`src/sv/cpcc_pkg.sv`:
```
// Shared types, constants and channel tables for the color probe cascade classifier.
// Used by cpcc_cell and color_probe_cascade_classifier; depends on nothing else.
`default_nettype none

package cpcc_pkg;

  localparam int unsigned PairCodes  = 18;
  localparam int unsigned GateAGreen = 50;
  localparam int unsigned GateLevel  = 60;

  typedef logic [3:0][23:0] probe_set_t;

  typedef struct packed {
    logic               valid;
    logic               load;
    logic               pass;
    probe_set_t         probes;
    logic [3:0]         stage_index;
    logic [4:0]         pair_code;
    logic signed [15:0] multiplier;
    logic signed [31:0] upper_bound;
    logic signed [31:0] lower_bound;
  } word_t;

  function automatic logic [3:0] first_ch(input logic [4:0] code);
    logic [3:0] c;
    unique case (code)
      5'd0, 5'd1, 5'd2:   c = 4'd0;
      5'd3, 5'd4, 5'd5:   c = 4'd1;
      5'd6, 5'd7, 5'd8:   c = 4'd2;
      5'd9, 5'd10:        c = 4'd3;
      5'd11, 5'd12:       c = 4'd4;
      5'd13, 5'd14:       c = 4'd5;
      5'd15:              c = 4'd6;
      5'd16:              c = 4'd7;
      5'd17:              c = 4'd8;
      default:            c = 4'd0;
    endcase
    return c;
  endfunction

  function automatic logic [3:0] second_ch(input logic [4:0] code);
    logic [3:0] c;
    unique case (code)
      5'd0:               c = 4'd3;
      5'd1, 5'd9:         c = 4'd6;
      5'd2, 5'd10, 5'd15: c = 4'd9;
      5'd3:               c = 4'd4;
      5'd4, 5'd11:        c = 4'd7;
      5'd5, 5'd12, 5'd16: c = 4'd10;
      5'd6:               c = 4'd5;
      5'd7, 5'd13:        c = 4'd8;
      5'd8, 5'd14, 5'd17: c = 4'd11;
      default:            c = 4'd0;
    endcase
    return c;
  endfunction

  // Channel c sits in probe c/3; red, green and blue follow in that order.
  function automatic logic [7:0] channel(input probe_set_t p, input logic [3:0] c);
    logic [7:0] v;
    unique case (c)
      4'd0:    v = p[0][23:16];
      4'd1:    v = p[0][15:8];
      4'd2:    v = p[0][7:0];
      4'd3:    v = p[1][23:16];
      4'd4:    v = p[1][15:8];
      4'd5:    v = p[1][7:0];
      4'd6:    v = p[2][23:16];
      4'd7:    v = p[2][15:8];
      4'd8:    v = p[2][7:0];
      4'd9:    v = p[3][23:16];
      4'd10:   v = p[3][15:8];
      4'd11:   v = p[3][7:0];
      default: v = 8'h00;
    endcase
    return v;
  endfunction

endpackage

`default_nettype wire

```
`src/sv/cpcc_cell.sv`:
```
// One cascade stage: holds its stage entry and passes words on in two register steps.
// Depends on cpcc_pkg for the word type and the channel tables.
`default_nettype none

module cpcc_cell #(
  parameter int unsigned IDX = 0
) (
  input  wire logic           clk,
  input  wire logic           rst_n,
  input  wire logic           adv,
  input  wire logic [3:0]     shift,
  input  wire cpcc_pkg::word_t word_in,
  output cpcc_pkg::word_t     word_out
);

  logic [4:0]         pair_r;
  logic signed [15:0] mult_r;
  logic signed [31:0] upper_r;
  logic signed [31:0] lower_r;

  cpcc_pkg::word_t    mid_word_r;
  cpcc_pkg::word_t    mid_word_nxt;
  logic signed [24:0] prod_r;
  logic signed [24:0] prod_nxt;
  logic [22:0]        shl_r;
  logic [22:0]        shl_nxt;
  cpcc_pkg::word_t    out_word_r;
  cpcc_pkg::word_t    out_word_nxt;

  logic               hit;
  logic [7:0]         ch1;
  logic [7:0]         ch2;
  logic               code_ok;
  logic signed [33:0] diff;
  logic               in_range;

  assign hit = word_in.valid && word_in.load && (32'(word_in.stage_index) == IDX);

  always_ff @(posedge clk) begin
    if (!rst_n) begin
      pair_r  <= '0;
      mult_r  <= '0;
      upper_r <= '0;
      lower_r <= '0;
    end else if (adv && hit) begin
      pair_r  <= word_in.pair_code;
      mult_r  <= word_in.multiplier;
      upper_r <= word_in.upper_bound;
      lower_r <= word_in.lower_bound;
    end
  end

  always_comb begin
    ch1      = cpcc_pkg::channel(word_in.probes, cpcc_pkg::first_ch(pair_r));
    ch2      = cpcc_pkg::channel(word_in.probes, cpcc_pkg::second_ch(pair_r));
    code_ok  = (32'(pair_r) < cpcc_pkg::PairCodes);
    prod_nxt = $signed({17'b0, ch1}) * $signed({{9{mult_r[15]}}, mult_r});
    shl_nxt  = {15'b0, ch2} << shift;
    mid_word_nxt      = word_in;
    mid_word_nxt.pass = word_in.pass && code_ok;
  end

  always_ff @(posedge clk) begin
    if (!rst_n) begin
      mid_word_r <= '0;
    end else if (adv) begin
      mid_word_r <= mid_word_nxt;
    end
  end

  always_ff @(posedge clk) begin
    if (adv) begin
      prod_r <= prod_nxt;
      shl_r  <= shl_nxt;
    end
  end

  always_comb begin
    diff     = $signed({11'b0, shl_r}) - $signed({{9{prod_r[24]}}, prod_r});
    in_range = (diff < $signed({{2{upper_r[31]}}, upper_r})) &&
               (diff > $signed({{2{lower_r[31]}}, lower_r}));
    out_word_nxt      = mid_word_r;
    out_word_nxt.pass = mid_word_r.pass && in_range;
  end

  always_ff @(posedge clk) begin
    if (!rst_n) begin
      out_word_r <= '0;
    end else if (adv) begin
      out_word_r <= out_word_nxt;
    end
  end

  assign word_out = out_word_r;

endmodule

`default_nettype wire

```
`config.mk`:
```
export PLATFORM = sky130hd
export DESIGN_NAME = cpcc_cell
export DESIGN_NICKNAME = d
export VERILOG_FILES = /design/src/sv/cpcc_pkg.sv /design/src/sv/cpcc_cell.sv
export SDC_FILE = /design/constraint.sdc
export NUM_CORES = 2
export LEC_CHECK = 0
export BUFFER_PORTS_ARGS = -buffer_cell sky130_fd_sc_hd__buf_2
export CORE_MARGIN = 10
export CORE_UTILIZATION = 30
export DETAILED_ROUTE_END_ITERATION = 8
export PLACE_DENSITY_LB_ADDON = 0.08
export REMOVE_ABC_BUFFERS = 1
export SLEW_MARGIN = 5
export SYNTH_ARGS = -nofsm -noshare
export SYNTH_HDL_FRONTEND = slang
export SYNTH_SLANG_ARGS = --single-unit
export TNS_END_PERCENT = 100
```
`constraint.sdc`:
```
create_clock -name clk -period 12.9 [get_ports clk]
set_input_delay 1.29 -clock clk [delete_from_list [all_inputs] [get_ports clk]]
set_output_delay 1.29 -clock clk [all_outputs]
set_load 0.005 [all_outputs]
```
==> impl_metrics.py <==
metrics = {
    "status": {
        "outcome": "finished, final reports clean",
    },
    "clocking": {
        "tritoncts": "done",
        "ctsHoldBuffers": 0,
        "cts_max_level": 3,
        "cts_root_buf": "clkbuf_16",
        "cts_buffers": 66,
        "clockBufferDepth": 3,
        "insertion_delay_ps": 630,
        "cts_resized": 0,
        "cts_setup_buffers": 0,
        "clk_pin_slew_ps": 50,
        "cts.sinks": 517,
    },
    "global_routing": {
        "overflow": 0,
        "grt_max_degree": 230,
        "use_met2_pct": 25.33,
        "grt_pass1_vias": 21834,
        "track_usage_pct": 15.60,
        "met3_usage_pct": 4.209,
        "grt.busiest_layer": "met2",
        "grt_pass1_wl_um": 132900,
        "antenna_found_initial": 15,
        "global_route.usage.met1_pct": 20.03,
    },
    "setup_path": {
        "cp-start-kind": "flop",
        "required_ps": 13260,
        "crit_type": "reg2reg",
        "arrival_ps": 7830,
        "path_max_fanout": 19,
        "end_kind": "flop",
        "r2r_slack_ps": 5430,
    },
    "route": {
        "vias": 21376,
        "first_iter_violations": 1194,
        "routed_wl_um": 87110,
        "drc": 0,
        "dr.pass1.iters": 7,
        "ant_nets": 0,
        "wl_per_cell_um": 19.02,
        "viasPerCell": 4.667,
    },
    "run": {
        "cap_violations": 0,
    },
    "timing": {
        "max_slew.worst_pin.slew_ps": 1126,
        "fin_skew_ps": 15.18,
        "finalCriticalPeriod_ps": 7474,
        "hold_ws_ps": 466.1,
        "setup_viol": 0,
        "fin_crit_sh_pct": 57.94,
        "maxSlewHeadroom_pct": 24.28,
        "fmax_mhz": 133.8,
        "hold_violations": 0,
        "setup_tns_ps": 0,
        "grt_setup_unrepaired": "false",
        "finalMaxSlewViolations": 0,
    },
    "power": {
        "irDropWorstVdd_mv": 0.08225,
        "leakage_uw": 0.01508,
        "p_per_area_nw_per_um2": 120.1,
    },
    "placed_design": {
        "portBuffers": 382,
        "gp_congestion": 0.8281,
        "hpwl_um": 66190,
    },
    "synthesis": {
        "synth-edff-count": 48,
        "synth_area_um2": 28810,
        "synth.yosys.seq_area_share_pct": 37.60,
        "synth_seq_cells": 517,
        "syn_area_per_cell_um2": 9.742,
        "async_flop_share_pct": 0,
        "synth_cells": 2957,
        "yosys_warnings": 0,
        "synth-main-ff-cell": "dfxtp_1",
        "ys_types": 85,
    },
    "die": {
        "core_area_um2": 95150,
        "dieArea_um2": 108800,
        "initial_core_util_pct": 30.27,
        "ioPinCount": 383,
        "die_x_um": 329.9,
        "die_y_um": 329.9,
        "num_rows": 113,
    },
    "finish": {
        "drive_above_1_share_pct": 16.15,
        "syn_to_final_growth_pct": 17.91,
        "nets": 3707,
        "finalCoreUtilization_pct": 35.70,
    },
    "worst_hold_path": {
        "worstHoldStart": "upper_r[5]$_SDFFE_PN0P_",
        "min_path_type": "reg2reg",
    },
}
## state kept, by name, summed over array words and instances (netlist names), named ones only
register	flops
shl_r	23
prod_r	25
mid_word_r	188
lower_r	32
pair_r	5
mult_r	16
upper_r	32
word_out	188
## logic make-up after synthesis
logic type      Yosys count  synth area share (%)
xor+xnor                 40                 1.216
simple gates            913                 17.16
buf+inv                 430                 5.881
fa+ha+maj               247                 13.41
flops                   517                 37.60
mux                     433                 15.39
compound gates          377                 9.343
## path summary, 6_finish.rpt
kind,to,depth (start not counted)
worst max-delay path,prod_r[23]$_DFFE_PP_,21
worst min-delay path,upper_r[5]$_SDFFE_PN0P_,2
worst max register to register,prod_r[23]$_DFFE_PP_,21
worst min register to register,upper_r[5]$_SDFFE_PN0P_,2
## layer usage
| layer | routed length, µm | up-vias |
|---|---|---|
| met3 | 5290 | 136 |
| met1 | 39690 | 10145 |
| li1 | - | 10565 |
| met5 | 72 | - |
| met4 | 2246 | 10 |
| met2 | 39800 | 520 |
## power by group
group | switching (µW) | internal, µW
Combinational | 283 | 229
Sequential | 33.3 | 1690
Clock | 738 | 1110
Total | 1050 | 3020
## layout make-up
class	instances	area, µm²
inverters	268	1006
clock buffers	88	1847
diodes	3	7.507
repair buffers	402	2107
fillers	9707	61190
multi-input cells	2010	16290
flip-flops and latches	517	10830
well taps	1265	1583
clock inverters	27	299.0
## synthesized netlist by cell type (all sizes together), types with 6 or more instances
master    n  area share, %
and2     58            1.3
mux2     14           0.57
xor2     12           0.36
inv     265            3.5
a21boi   84            2.2
a211oi   16           0.42
ha      144            6.3
fa      103            7.2
a21o     39            1.0
and3     16           0.35
mux2i   413             14
a221oi    9           0.27
nand3    26           0.45
clkbuf   84            1.1
a22o      7           0.21
nand2b   25           0.54
nor3     18           0.31
nand4    20           0.43
a21oi    67            1.2
a31oi     8           0.17
edfxtp   48            5.0
o22ai    16           0.37
nor2b   415            9.0
a22oi    18           0.47
o31ai     6           0.20
xnor2    28           0.85
dfxtp   469             33
mux4      6           0.47
o211ai    6           0.16
nor2     56           0.74
o21ai    33           0.57
o21bai    7           0.18
o21a     11           0.29
buf      78            1.3
nand2   251            3.3
## per-stage QoR
| stage | setup slack, ps | power [µW] | cell area [µm²] | instances |
|---|---|---|---|---|
| floorplan | 6072 | 2040 | 28120 | 2795 |
| global placement | 5629 | 2260 | 31810 | 4462 |
| detailed placement | 5475 | 2274 | 31810 | 4462 |
| CTS | 5461 | 4167 | 33960 | 4577 |
| global route | 4901 | 4283 | 33970 | 4580 |
| finish | 5426 | 4079 | 33970 | 4580 |
## cells in the final DEF, fill, tap and decap left out, types with 18 or more instances in the layout
cell type  instances
a21boi_0          84
a21o_1            39
a21oi_1           67
a22oi_1           18
and2_1            58
buf_2            380
buf_4             18
clkbuf_16         68
dfxtp_1          468
edfxtp_1          48
fa_1             103
ha_1             144
inv_1            265
mux2i_1          413
nand2_1          251
nand2b_1          25
nand3_1           26
nand4_1           20
nor2_1            55
nor2b_1          415
nor3_1            18
o21ai_0           32
xnor2_1           28
## worst max-delay path, stage by stage (launching register included)
cell and delay, ps:
dfxtp_1 740, inv_1 410, nor2_1 680, a221oi_1 220
nor2_1 130, a221o_1 660, nand2_1 170, fa_1 560
inv_1 50, fa_1 480, fa_1 500, inv_1 50
fa_1 530, inv_1 40, ha_1 210, or3_4 410
a211oi_1 380, nor3b_1 150, o31ai_1 430, o31ai_1 180
nand4_1 120, o311ai_1 80
Note: power is estimated with default switching activity, not from simulation.
